### src/design/hkbr_pkg.sv
// Shared types and constants for the HID keyboard boot report builder.
// No dependencies; every other design file imports this package.
package hkbr_pkg;

	// Key slot count and derived counter width
	localparam int KEY_SLOTS = 6;
	localparam int HELD_W    = $clog2(KEY_SLOTS + 1);
	localparam int OUT_KEYS  = 6;

	// Command queue geometry
	localparam int CQ_DEPTH = 4;
	localparam int CQ_AW    = $clog2(CQ_DEPTH);
	localparam int CQ_CW    = $clog2(CQ_DEPTH + 1);

	// HID codes
	localparam logic [15:0] PAGE_KEYBOARD = 16'h0007;
	localparam logic [15:0] MOD_FIRST     = 16'h00E0;
	localparam logic [15:0] MOD_LAST      = 16'h00E7;
	localparam logic [15:0] KEY_MAX       = 16'h00FF;
	localparam logic [7:0]  ROLLOVER_CODE = 8'h01;
	localparam logic [7:0]  KEY_NONE      = 8'h00;

	typedef struct packed {
		logic [15:0]        hid_page;
		logic [15:0]        usage;
		logic signed [31:0] field_value;
		logic               last_field;
	} item_t;

	typedef struct packed {
		logic [7:0] modifier_bits;
		logic [7:0] key_a;
		logic [7:0] key_b;
		logic [7:0] key_c;
		logic [7:0] key_d;
		logic [7:0] key_e;
		logic [7:0] key_f;
	} report_t;

	// Field classes produced by the front end
	typedef enum logic [2:0] {
		CMD_OTHER,   // not on the keyboard page
		CMD_PAGE,    // keyboard page, adds nothing
		CMD_MOD,     // modifier usage
		CMD_KEY,     // key usage to place in a slot
		CMD_ROLL     // usage above the key range
	} cmd_kind_t;

	typedef struct packed {
		cmd_kind_t  kind;
		logic [7:0] code;
		logic       last;
	} cmd_t;

	// Write side of the command queue
	typedef struct packed {
		logic wr_en;
		cmd_t wr_cmd;
	} cq_wr_t;

	// Read side of the command queue
	typedef struct packed {
		logic rd_valid;
		cmd_t rd_cmd;
	} cq_rd_t;

endpackage

### src/design/hkbr_front.sv
// Front end: accepts input beats and classifies each field into a command.
// Depends on hkbr_pkg.
module hkbr_front import hkbr_pkg::*; (
	input  item_t  item,
	input  logic   push,
	output logic   full,
	input  logic   cq_full,
	output cq_wr_t cq_wr
);

	cmd_t cmd;

	// Classify the field by page, value and usage range
	always_comb begin
		cmd.kind = CMD_OTHER;
		cmd.code = item.usage[7:0];
		cmd.last = item.last_field;
		if (item.hid_page != PAGE_KEYBOARD) begin
			cmd.kind = CMD_OTHER;
		end else if (item.field_value == 32'sd0) begin
			cmd.kind = CMD_PAGE;
		end else if (item.usage >= MOD_FIRST && item.usage <= MOD_LAST) begin
			cmd.kind = CMD_MOD;
		end else if (item.usage > KEY_MAX) begin
			cmd.kind = CMD_ROLL;
		end else if (item.usage[7:0] == KEY_NONE) begin
			cmd.kind = CMD_PAGE;
		end else begin
			cmd.kind = CMD_KEY;
		end
	end

	// Hand the command to the queue on every accepted beat
	assign full         = cq_full;
	assign cq_wr.wr_en  = push && !cq_full;
	assign cq_wr.wr_cmd = cmd;

endmodule

### src/design/hkbr_cmd_queue.sv
// Short command queue that decouples the front end from the accumulator.
// Depends on hkbr_pkg.
module hkbr_cmd_queue import hkbr_pkg::*; (
	input  logic   clk,
	input  logic   arst_n,
	input  cq_wr_t cq_wr,
	output logic   cq_full,
	output cq_rd_t cq_rd,
	input  logic   rd_en
);

	cmd_t             entry_q [CQ_DEPTH];
	logic [CQ_AW-1:0] wr_ptr_q;
	logic [CQ_AW-1:0] rd_ptr_q;
	logic [CQ_CW-1:0] count_q;
	logic             do_wr;
	logic             do_rd;

	assign cq_full        = (count_q == CQ_CW'(CQ_DEPTH));
	assign cq_rd.rd_valid = (count_q != '0);
	assign cq_rd.rd_cmd   = entry_q[rd_ptr_q];
	assign do_wr          = cq_wr.wr_en && !cq_full;
	assign do_rd          = rd_en && cq_rd.rd_valid;

	// Store commands
	always_ff @(posedge clk) begin
		if (do_wr) begin
			entry_q[wr_ptr_q] <= cq_wr.wr_cmd;
		end
	end

	// Advance pointers and occupancy
	always_ff @(posedge clk or negedge arst_n) begin
		if (!arst_n) begin
			wr_ptr_q <= '0;
			rd_ptr_q <= '0;
			count_q  <= '0;
		end else begin
			if (do_wr) begin
				wr_ptr_q <= wr_ptr_q + 1'b1;
			end
			if (do_rd) begin
				rd_ptr_q <= rd_ptr_q + 1'b1;
			end
			case ({do_wr, do_rd})
				2'b10:   count_q <= count_q + 1'b1;
				2'b01:   count_q <= count_q - 1'b1;
				default: count_q <= count_q;
			endcase
		end
	end

endmodule

### src/design/hkbr_back.sv
// Back end: accumulates modifiers and key slots, builds boot reports and
// buffers them for the result side. Depends on hkbr_pkg.
module hkbr_back import hkbr_pkg::*; (
	input  logic    clk,
	input  logic    arst_n,
	input  cq_rd_t  cq_rd,
	output logic    rd_en,
	output report_t result,
	output logic    empty,
	input  logic    pop
);

	// Accumulator
	logic [7:0]        mod_q;
	logic [7:0]        slot_q [KEY_SLOTS];
	logic [HELD_W-1:0] held_q;
	logic              seen_q;
	logic              ovf_q;

	logic [7:0]        mod_n;
	logic [7:0]        slot_n [KEY_SLOTS];
	logic [HELD_W-1:0] held_n;
	logic              seen_n;
	logic              ovf_n;
	logic              hit;

	// Result buffer, two entries
	report_t           res_q [2];
	logic              rd_ptr_q;
	logic [1:0]        ocnt_q;
	logic              wr_ptr;

	logic              out_pop;
	logic              consume;
	logic              emit;
	cmd_t              cmd;
	logic [7:0]        keys [OUT_KEYS];
	report_t           report;

	assign cmd     = cq_rd.rd_cmd;
	assign empty   = (ocnt_q == 2'd0);
	assign result  = res_q[rd_ptr_q];
	assign out_pop = pop && !empty;
	assign consume = cq_rd.rd_valid && (ocnt_q != 2'd2 || out_pop);
	assign rd_en   = consume;
	assign emit    = consume && cmd.last && seen_n;
	assign wr_ptr  = rd_ptr_q ^ ocnt_q[0];

	// Compare the code against every held slot in parallel
	always_comb begin
		hit = 1'b0;
		for (int i = 0; i < KEY_SLOTS; i++) begin
			if (HELD_W'(i) < held_q && slot_q[i] == cmd.code) begin
				hit = 1'b1;
			end
		end
	end

	// Apply one command to the accumulator
	always_comb begin
		mod_n  = mod_q;
		held_n = held_q;
		ovf_n  = ovf_q;
		seen_n = seen_q || (cmd.kind != CMD_OTHER);
		for (int i = 0; i < KEY_SLOTS; i++) begin
			slot_n[i] = slot_q[i];
		end
		case (cmd.kind)
			CMD_MOD: begin
				mod_n = mod_q | (8'd1 << cmd.code[2:0]);
			end
			CMD_ROLL: begin
				ovf_n = 1'b1;
			end
			CMD_KEY: begin
				if (!hit) begin
					if (held_q < HELD_W'(KEY_SLOTS)) begin
						for (int i = 0; i < KEY_SLOTS; i++) begin
							if (held_q == HELD_W'(i)) begin
								slot_n[i] = cmd.code;
							end
						end
						held_n = held_q + 1'b1;
					end else begin
						ovf_n = 1'b1;
					end
				end
			end
			default: begin
			end
		endcase
	end

	// Map slots to the six report key fields
	for (genvar j = 0; j < OUT_KEYS; j++) begin : g_key
		if (j < KEY_SLOTS) begin : g_slot
			assign keys[j] = ovf_n ? ROLLOVER_CODE : slot_n[j];
		end else begin : g_pad
			assign keys[j] = ovf_n ? ROLLOVER_CODE : KEY_NONE;
		end
	end

	always_comb begin
		report.modifier_bits = mod_n;
		report.key_a         = keys[0];
		report.key_b         = keys[1];
		report.key_c         = keys[2];
		report.key_d         = keys[3];
		report.key_e         = keys[4];
		report.key_f         = keys[5];
	end

	// Update the accumulator; clear it after the last field
	always_ff @(posedge clk or negedge arst_n) begin
		if (!arst_n) begin
			mod_q  <= '0;
			held_q <= '0;
			seen_q <= 1'b0;
			ovf_q  <= 1'b0;
			for (int i = 0; i < KEY_SLOTS; i++) begin
				slot_q[i] <= '0;
			end
		end else if (consume) begin
			if (cmd.last) begin
				mod_q  <= '0;
				held_q <= '0;
				seen_q <= 1'b0;
				ovf_q  <= 1'b0;
				for (int i = 0; i < KEY_SLOTS; i++) begin
					slot_q[i] <= '0;
				end
			end else begin
				mod_q  <= mod_n;
				held_q <= held_n;
				seen_q <= seen_n;
				ovf_q  <= ovf_n;
				for (int i = 0; i < KEY_SLOTS; i++) begin
					slot_q[i] <= slot_n[i];
				end
			end
		end
	end

	// Store finished reports
	always_ff @(posedge clk) begin
		if (emit) begin
			res_q[wr_ptr] <= report;
		end
	end

	// Track result buffer occupancy
	always_ff @(posedge clk or negedge arst_n) begin
		if (!arst_n) begin
			rd_ptr_q <= 1'b0;
			ocnt_q   <= 2'd0;
		end else begin
			if (out_pop) begin
				rd_ptr_q <= !rd_ptr_q;
			end
			case ({emit, out_pop})
				2'b10:   ocnt_q <= ocnt_q + 2'd1;
				2'b01:   ocnt_q <= ocnt_q - 2'd1;
				default: ocnt_q <= ocnt_q;
			endcase
		end
	end

	// Buffer never overfills
	a_ocnt_bound: assert property (@(posedge clk) disable iff (!arst_n)
		ocnt_q != 2'd3)
		else $error("result buffer count out of range");

	// Slot count never passes the slot total
	a_held_bound: assert property (@(posedge clk) disable iff (!arst_n)
		held_q <= HELD_W'(KEY_SLOTS))
		else $error("held key count out of range");

	// Last field clears the accumulator
	a_clear_last: assert property (@(posedge clk) disable iff (!arst_n)
		consume && cmd.last |=> held_q == '0 && !seen_q && !ovf_q && mod_q == '0)
		else $error("accumulator not cleared after last field");

	// A report lands in the buffer on emit
	a_emit_fill: assert property (@(posedge clk) disable iff (!arst_n)
		emit && !out_pop |=> !empty)
		else $error("emitted report missing from buffer");

endmodule

### src/design/hid_keyboard_boot_report_builder_top.sv
// Top level of the HID keyboard boot report builder.
// Depends on hkbr_pkg, hkbr_front, hkbr_cmd_queue and hkbr_back.

// Accepts one parsed HID field per clock unless full, and returns one
// 8-byte-style boot report (modifiers plus six key slots) for each report
// whose fields include at least one keyboard-page field. Sustained rate is
// one field per cycle while the result buffer has room: the accumulator
// applies one field per clock unless stalled, with all six duplicate
// compares done in parallel. A report's last field is registered in the
// four-entry command queue between classifier and accumulator, then the
// report in the two-entry result buffer, which lets fields keep flowing
// while a report waits to be popped; with two reports waiting, the
// accumulator stalls and the input fills after at most four more fields.
module hid_keyboard_boot_report_builder_top import hkbr_pkg::*; (
	input  logic    clk,
	input  logic    arst_n,
	input  item_t   item,
	input  logic    push,
	output logic    full,
	output report_t result,
	output logic    empty,
	input  logic    pop
);

	cq_wr_t cq_wr;
	cq_rd_t cq_rd;
	logic   cq_full;
	logic   rd_en;

	hkbr_front u_front (
		.item    (item),
		.push    (push),
		.full    (full),
		.cq_full (cq_full),
		.cq_wr   (cq_wr)
	);

	hkbr_cmd_queue u_cmd_queue (
		.clk     (clk),
		.arst_n  (arst_n),
		.cq_wr   (cq_wr),
		.cq_full (cq_full),
		.cq_rd   (cq_rd),
		.rd_en   (rd_en)
	);

	hkbr_back u_back (
		.clk    (clk),
		.arst_n (arst_n),
		.cq_rd  (cq_rd),
		.rd_en  (rd_en),
		.result (result),
		.empty  (empty),
		.pop    (pop)
	);

endmodule

### config.mk
export PLATFORM = sky130hd
export DESIGN_NAME = hid_keyboard_boot_report_builder_top
export DESIGN_NICKNAME = d
export VERILOG_FILES = /design/src/design/hkbr_pkg.sv /design/src/design/hkbr_front.sv /design/src/design/hkbr_cmd_queue.sv /design/src/design/hkbr_back.sv /design/src/design/hid_keyboard_boot_report_builder_top.sv
export SDC_FILE = /design/constraint.sdc
export NUM_CORES = 1
export LEC_CHECK = 0
export BUFFER_PORTS_ARGS = -buffer_cell sky130_fd_sc_hd__buf_2
export CORE_MARGIN = 5
export CORE_UTILIZATION = 63
export DETAILED_ROUTE_END_ITERATION = 10
export GPL_TIMING_DRIVEN = 0
export MAX_ROUTING_LAYER = met4
export PLACE_DENSITY = 0.85
export SLEW_MARGIN = 30
export SYNTH_ARGS = -nofsm -noshare
export SYNTH_HDL_FRONTEND = slang
export SYNTH_HIERARCHICAL = 1
export SYNTH_SLANG_ARGS = --single-unit
### constraint.sdc
create_clock -name clk -period 7 [get_ports clk]
set_input_delay 0.7 -clock clk [delete_from_list [all_inputs] [get_ports clk]]
set_output_delay 0.7 -clock clk [all_outputs]
set_load 0.02 [all_outputs]
# After elaboration in Yosys (flattened, before gate mapping)
# Memories as Yosys holds them, arrays and structs flattened.
# Index checks and enable logic that the tools add are counted.
dict set report op_classes {
  n_reduce_logical 30
  addsub 7
  eq_ne 22
  muxes 44
  order_cmp 10
  n_shift 1
  bitwise 2
}
# cell n
set op_table {}
lappend op_table {{two-way mux 48 bit} 4}
lappend op_table {{two-way mux 8 bit} 14}
lappend op_table {{== test 8 bit} 6}
lappend op_table {{logical NOT 32 bit} 1}
lappend op_table {{two-way mux 3 bit} 8}
lappend op_table {{greater-or-equal comparator 16 x 8 -> 1 bit, second input constant} 1}
lappend op_table {{greater-than comparator 16 x 8 -> 1 bit, second input constant} 1}
lappend op_table {{less-or-equal comparator 16 x 8 -> 1 bit, second input constant} 1}
lappend op_table {{inequality test 16 x 3 -> 1 bit, second input constant} 1}
lappend op_table {{logical AND 1 bit} 14}
lappend op_table {{two-way mux 1 bit} 14}
lappend op_table {{== test 3 x 2 -> 1 bit, second input constant} 4}
lappend op_table {{== test 3 bit, second input constant} 4}
lappend op_table {{logical NOT 8 bit} 1}
lappend op_table {{bitwise OR 8 bit} 1}
lappend op_table {{nonzero test 2 bit} 4}
lappend op_table {{<< shifter 1 x 3 -> 8 bit, first input constant} 1}
lappend op_table {{adder 2 x 1 -> 2 bit, second input constant} 3}
lappend op_table {{adder 3 x 1 -> 3 bit, second input constant} 2}
lappend op_table {{< comparator 1 x 3 -> 1 bit, first input constant} 2}
lappend op_table {{< comparator 2 x 3 -> 1 bit, first input constant} 2}
lappend op_table {{< comparator 3 bit, first input constant} 2}
lappend op_table {{case mux 3 bit (2 select lines)} 1}
lappend op_table {{nonzero test 3 bit} 2}
lappend op_table {{16 further kinds} 22}
dict set report totals {
  inputBits 69
  out_inout_bits 58
  ram_bits 160
  memories 2
  register_bits 71
}
# memory depth word_bits rd rd_ports_with_merged_regs write_ports line_no
set memory_table {}
lappend memory_table {u_back.res_q 2 56 1 0 1 hkbr_back.sv:28} ;# report_t res_q [2];
lappend memory_table {u_cmd_queue.entry_q 4 12 1 0 1 hkbr_cmd_queue.sv:12} ;# cmd_t entry_q [CQ_DEPTH];

# Depth between registers and ports, before layout
# Gate-level depths: netlist (run 1).
# An unclocked memory read counts as a cell.
dict set report logic_depth {
  word_depth 12
  ltp_mapped 13
  ltp_nobuf 10
}

# By module
# Netlist (run 1), hierarchy kept.
# mod n_inst area_each_um2 seq_area_each_um2 cells_each
set modules_own_cells {}
lappend modules_own_cells {hkbr_back 1 8767.2 4964.8 724}
lappend modules_own_cells {hkbr_cmd_queue 1 2189.6 1616.6 100}
lappend modules_own_cells {hkbr_front 1 289.0 0.0 38}

# Least setup slack after synthesis (run 1)
# Ideal clock, no wire load.
dict set report synth_timing {
  kind {register to register}
  from {register u_cmd_queue.rd_ptr_q[0]}
  to {memory u_back/res_q[0][0] (netlist name) (enable)}
  path_stages_with_launch 7
  period_less_slack_ps 4218
  t_arrival_ps 3742
  setup_slack_ps 2782
  path_cell_list {dfrtp_1 -> buf_6 -> buf_12 -> mux4_2 -> or3_1 -> o211ai_1 -> nor2b_1}
}
# item line_no
set synth_rtl {}
lappend synth_rtl {{from (decl)} hkbr_cmd_queue.sv:14} ;# logic [CQ_AW-1:0] rd_ptr_q;
lappend synth_rtl {{from (signal assigned)} hkbr_cmd_queue.sv:43} ;# rd_ptr_q <= rd_ptr_q + 1'b1;
lappend synth_rtl {{to (decl)} hkbr_back.sv:28}

==> flow_metrics.tcl, run 1 <==
set metrics [dict create \
    postRouteAntennaNets 0 \
    post_cts_buffers 0 \
    r2r_slack_ns 3.42 \
    die_area_mm2 0.0206 \
    synth_ff_type "edfxtp_1" \
    max_freq_mhz 279 \
    io_pins 127 \
    layout_commonest_cell "edfxtp_1" \
    cp-start-kind "flop" \
    leakage_uw 0.00505 \
    ctsHoldBuffers 0 \
    period_minus_slack_ns 3.58 \
    ys_seq_area_frac 0.585 \
    syn_nets 941 \
    portBuffers 125 \
    yosysUniqueCellTypes 72 \
    seqPwrFrac 0.340 \
    cts_inserted_buffers 23 \
    grt_pass1_vias 8254 \
    status "completed" \
    diodes 0 \
    num_vias 8080 \
    grt_usage 0.289 \
    synth-warning-count 6 \
    ys_ff_latch 231 \
    drive_gt1_frac 0.280 \
    fp.dieW_um 144 \
    initial_utilization 0.646 \
    setup_viol 0 \
    tightest_slew_ns 0.950 \
    drc 0 \
    layout_common_cells "160 x edfxtp_1, 134 x buf_2, 71 x dfrtp_1" \
    hp-class "in2async" \
    htreeDepth 1 \
    cp_data_required_time_ns 7.18 \
    insertion_delay_ns 0.51 \
    grt_pass1_wl_mm 44.6 \
    switchingPower_uw 2680 \
    period_share 0.512 \
    core-area_mm2 0.0174 \
    clk_pin_slew_ns 0.06 \
    critPathArrivalTime_ns 3.76 \
    netlist_area_mm2 0.0112 \
    intPower_uw 3940 \
    syn_avg_cell_area_um2 13.0 \
    cts_tree "done" \
    rsz0062_at_grt "false" \
    crit_path_end_kind "flop" \
    combPwrFrac 0.479 \
    antenna_found_initial 0 \
    grt_overflow 0 \
    worst_slew_margin_rel 0.358 \
    dieHeight_um 144 \
    syn_to_final_growth_pct 16.0 \
    crit_path_max_fanout 10 \
    cts_resized 0 \
    drt-initial-drc-count 795 \
    synth_enable_flop_cells 160 \
    synth_cells 862 \
    slew_violations 0 \
    ir_drop_mv 0.314 \
    setup_tns_ns 0 \
    power_density_mw_per_mm2 508 \
    place.gp.congestion 0.976 \
    rows 48 \
    grt_max_degree 42 \
    final_hold_viol_count 0 \
    pre_cts_ws_ns 3.49 \
    p_clk_frac 0.181 \
    switching_share 0.405 \
    timing.final.ws_setup_ns 3.42 \
    critical_path_class "reg2reg" \
    cap_violations 0 \
    clockBufferDepth 3 \
    async_reset_ff_frac 0.307 \
    cts.sinks 231 \
    wl_per_cell_um 22.7 \
    drt_wl_total_mm 28.5 \
    root_buffer "clkbuf_16" \
    hpwlAfterDp_mm 20.0 \
    vias_per_cell 6.42 \
    skew_ns 0.0119 \
    drtPass1Iterations 5 \
    fin_nets 1096 \
]
==> sequential cells by signal (all words and copies together) (netlist names) <==
name	flops
u_back/held_q	3
u_back/mod_q	8
u_back/ocnt_q	2
u_back/ovf_q	1
u_back/rd_ptr_q	1
u_back/res_q	112
u_back/seen_q	1
u_back/slot_q	48
u_cmd_queue/count_q	3
u_cmd_queue/entry_q	48
u_cmd_queue/rd_ptr_q	2
u_cmd_queue/wr_ptr_q	2
==> power by group through the flow <==
| stage | Combinational (uW) | Sequential [uW] | Clock (uW) |
|---|---|---|---|
| global placement | 2910 | 2290 | 0 |
| global route | 3360 | 2290 | 1280 |
| CTS | 3140 | 2250 | 1210 |
| finish | 3170 | 2250 | 1200 |
| detailed placement | 3120 | 2270 | 0 |
| floorplan | 2100 | 2240 | 0 |
==> cell type report <==
| class | count | area, um2 |
|---|---|---|
| clock buffer | 39 | 697 |
| clock inverter | 2 | 38.8 |
| timing repair buffer | 130 | 758 |
| multi-input combinational | 542 | 4200 |
| buffer | 67 | 404 |
| tap | 225 | 282 |
| sequential | 231 | 6580 |
| inverter | 22 | 82.6 |
| fill | 1131 | 4370 |
==> worst paths after layout <==
check | start | to | cells after the start
worst min register to register | u_cmd_queue/count_q[2] | u_cmd_queue/count_q[2] | 1
worst max-delay path | u_cmd_queue/rd_ptr_q[0] | u_back/res_q[1][8] | 10
min in group clk | item[0] | u_cmd_queue/entry_q[0][0] | 1
worst max register to register | u_cmd_queue/rd_ptr_q[0] | u_back/res_q[1][8] | 10
max in group asynchronous | arst_n | u_back/slot_q[13] | 2
worst min-delay path | arst_n | u_back/mod_q[7] | 1
==> cells in the mapped netlist (all sizes together) (16+ instances only) <==
| library cell | number | area (um2) |
|---|---|---|
| o2bb2ai | 16 | 140 |
| nand4 | 36 | 225 |
| nor4 | 20 | 184 |
| edfxtp | 160 | 4800 |
| o21ai | 28 | 140 |
| xnor2 | 53 | 464 |
| a21oi | 19 | 95.1 |
| dfrtp | 71 | 1780 |
| nor3 | 16 | 85.1 |
| nor2 | 40 | 150 |
| mux2 | 57 | 646 |
| clkbuf | 21 | 78.8 |
| nand2 | 63 | 236 |
| buf | 46 | 325 |
| inv | 21 | 78.8 |
==> kinds of logic after synthesis <==
logic type      synth area share
fa+ha+maj                 0.0118
buf+inv                   0.0433
simple gates               0.116
flops                      0.585
xor+xnor                  0.0460
mux                       0.0961
compound gates             0.101
==> through the flow <==
step	util	hold slack, ns	total power [uW]	area (um2)	cells
floorplan	-	0.404	4340	11200	862
global placement	0.698	0.482	5210	12200	1212
detailed placement	0.706	0.498	5390	12300	1217
CTS	0.748	0.202	6610	13000	1258
global route	0.749	0.235	6920	13000	1258
finish	0.749	0.189	6620	13000	1258
==> worst max-delay path, cell delays in order (launching register included) <==
cell	delay, ns
dfrtp_1	0.34
buf_6	0.14
buf_12	0.15
mux4_2	0.49
buf_4	0.21
xnor2_1	0.18
o21ai_0	0.14
nor3_2	0.50
nor4_2	0.17
a31oi_1	0.65
a22oi_1	0.27
==> metal layers <==
metal / global-route usage / share of wire / up-vias
met4: 0.106 / 0.038 / 0
met5: - / 0 / -
met1: 0.370 / 0.38 / 3927
met2: 0.471 / 0.49 / 493
li1: - / - / 3571
met3: 0.0463 / 0.091 / 89
No activity file was read; power rests on OpenSTA's default activity.
==> inputs of run 2 (changes only) <==
--- a/config.mk
+++ b/config.mk
@@ -7,11 +7,11 @@
 export LEC_CHECK = 0
 export BUFFER_PORTS_ARGS = -buffer_cell sky130_fd_sc_hd__buf_2
 export CORE_MARGIN = 5
-export CORE_UTILIZATION = 63
+export CORE_UTILIZATION = 53
 export DETAILED_ROUTE_END_ITERATION = 10
 export GPL_TIMING_DRIVEN = 0
 export MAX_ROUTING_LAYER = met4
-export PLACE_DENSITY = 0.85
+export PLACE_DENSITY = 0.76
 export SLEW_MARGIN = 30
 export SYNTH_ARGS = -nofsm -noshare
 export SYNTH_HDL_FRONTEND = slang
==> constraint.sdc (replaced) <==
create_clock -name clk -period 2.97 [get_ports clk]
set_input_delay 0.297 -clock clk [delete_from_list [all_inputs] [get_ports clk]]
set_output_delay 0.297 -clock clk [all_outputs]
set_load 0.02 [all_outputs]
==> run 2 against run 1 <==
The run now ends with negative setup slack left. Hold slack got worse by 0.11 ns. Sequential share of layout area shrank 3.9 points. Non-clock buffer count up 43. Combinational power rose to 2.7 times the previous value. Largest cell class unchanged.
==> flow_metrics.tcl, run 2 (synthesis results as in run 1) <==
set metrics [dict create \
    slowest_delay_ns 0.60 \
    reg_top3 "u_back/res_q: 112 flops, u_back/slot_q: 48 flops, u_cmd_queue/entry_q: 48 flops" \
    layout_commonest_cell "edfxtp_1" \
    critPathArrivalTime_ns 3.56 \
    largest_register "u_back/res_q" \
    num_vias 8378 \
    cp_data_required_time_ns 3.23 \
    grt_pass1_vias 8369 \
    rows 53 \
    max_freq_mhz 303 \
    hpwlAfterDp_mm 20.1 \
    cts_tree "done" \
    fin_nets 1142 \
    crit_path_end_kind "flop" \
    rsz0062_at_grt "true" \
    layout_common_cells "160 x edfxtp_1, 130 x buf_2, 71 x dfrtp_1" \
    grt_use_met2 0.399 \
    worstPathCellList "buf_6 > buf_12 > mux4_2 > buf_6 > xnor2_2 > nand4_1 > o31ai_4 > or2_4 > o41ai_4 > buf_12 > or3b_4" \
    whs_ns 0.0784 \
    hp-class "in2reg" \
    placed_area_mm2 0.0124 \
    cp_slowest_cell "mux4_2" \
    clk_pin_slew_ns 0.06 \
    grt_overflow 0 \
    drtPass1Iterations 7 \
    place.gp.congestion 0.980 \
    diodes 0 \
    intPower_uw 10200 \
    p_clk_frac 0.184 \
    initial_utilization 0.537 \
    wl_per_cell_um 22.1 \
    core-area_mm2 0.0210 \
    drt-initial-drc-count 772 \
    htreeDepth 1 \
    io_pins 127 \
    worst_slew_margin_rel 0.382 \
    period_share 1.11 \
    drive_gt1_frac 0.364 \
    cts_inserted_buffers 25 \
    postRouteAntennaNets 0 \
    dieHeight_um 156 \
    fp.dieW_um 156 \
    die_area_mm2 0.0242 \
    crit_path_max_fanout 8 \
    portBuffers 125 \
    combPwrFrac 0.506 \
    drc 0 \
    cp-start-kind "flop" \
    largest_reg_flops 112 \
    period_minus_slack_ns 3.30 \
    setup_viol 143 \
    leakage_uw 0.00548 \
    grt_max_degree 47 \
    insertion_delay_ns 0.53 \
    crit_buf_inv 4 \
    grt_pass1_wl_mm 46.0 \
    switchingPower_uw 6910 \
    cap_violations 0 \
    top_usage_layer "met2" \
    antenna_found_initial 0 \
    skew_ns 0.0102 \
    drt_wl_total_mm 30.0 \
    tightest_slew_ns 0.919 \
    ir_drop_mv 0.615 \
    violations "negative setup slack" \
    r2r_slack_ns -0.33 \
    vias_per_cell 6.17 \
    power_density_mw_per_mm2 1210 \
    clockBufferDepth 3 \
    critical_path_class "reg2reg" \
    syn_to_final_growth_pct 25.6 \
    grt_util_met3 0.0316 \
    grt_usage 0.248 \
    status "finished with violations" \
    slew_violations 0 \
    timing.final.ws_setup_ns -0.327 \
    cts.sinks 231 \
    final_hold_viol_count 0 \
    grt_use_met1 0.322 \
    root_buffer "clkbuf_16" \
    path_delay_family "simple AND/OR/NAND/NOR gates" \
    switching_share 0.403 \
    post-route-cell-area_mm2 0.0141 \
    seqPwrFrac 0.309 \
]
## run 2: stage by stage
stage	setup TNS, ns	total power (uW)	cells	setup WS [ns]	utilization
after global routing	-38.96	17900	1357	-0.376	0.674
after global placement	-182.43	12300	1262	-1.19	0.583
final	-28.14	17100	1357	-0.327	0.674
after detailed placement	-52.97	12700	1267	-0.728	0.590
after floorplan	-23.44	10200	862	-0.209	-
after CTS	-22.26	16500	1339	-0.285	0.651
## run 2: worst paths after layout
kind | startpoint | endpoint | cells after the start
max in group asynchronous | arst_n | u_back/slot_q[11] | 3
min | item[34] | u_cmd_queue/entry_q[0][2] | 2
max | u_cmd_queue/rd_ptr_q[0] | u_back/res_q[1][32] | 11
min in group asynchronous | arst_n | u_cmd_queue/count_q[0] | 2
min reg2reg | u_cmd_queue/count_q[2] | u_cmd_queue/count_q[2] | 1
max reg2reg | u_cmd_queue/rd_ptr_q[0] | u_back/res_q[1][32] | 11
## run 2: layout make-up
| cell class | count | area [um2] |
|---|---|---|
| Buffer | 65 | 519 |
| Clock buffer | 26 | 629 |
| Clock inverter | 20 | 209 |
| Fill cell | 1534 | 6830 |
| Inverter | 22 | 82.6 |
| Multi-Input combinational cell | 543 | 4590 |
| Sequential cell | 231 | 6580 |
| Tap cell | 275 | 344 |
| Timing Repair Buffer | 175 | 1170 |
## run 2: layer usage
metal  vias to the layer above  routed length [um]  part of all wire
li1                       3673                   -                 -
met1                      4107               11500              0.38
met2                       495               14900              0.50
met3                       103                2310             0.077
met4                         0                1280             0.043
met5                         -                   0                 0
## run 2: what timing repair did
| item | in CTS | in global routing |
|---|---|---|
| endpoints found under the hold margin | 49 | 0 |
| resized for setup | 53 | 81 |
| pin swaps | 12 | 38 |
| endpoints found under the setup margin | 169 | 246 |
| buffers inserted | 23 | 21 |
| hold buffers | 2 | 0 |
| gates cloned | 3 | 1 |
## run 2: power groups by stage
stage / Sequential, uW / Clock [uW] / Combinational [uW]
floorplan: 5250 / 0 / 4950
global placement: 5340 / 0 / 7000
detailed placement: 5340 / 0 / 7410
CTS: 5290 / 3210 / 8000
global route: 5400 / 3340 / 9150
finish: 5300 / 3160 / 8670
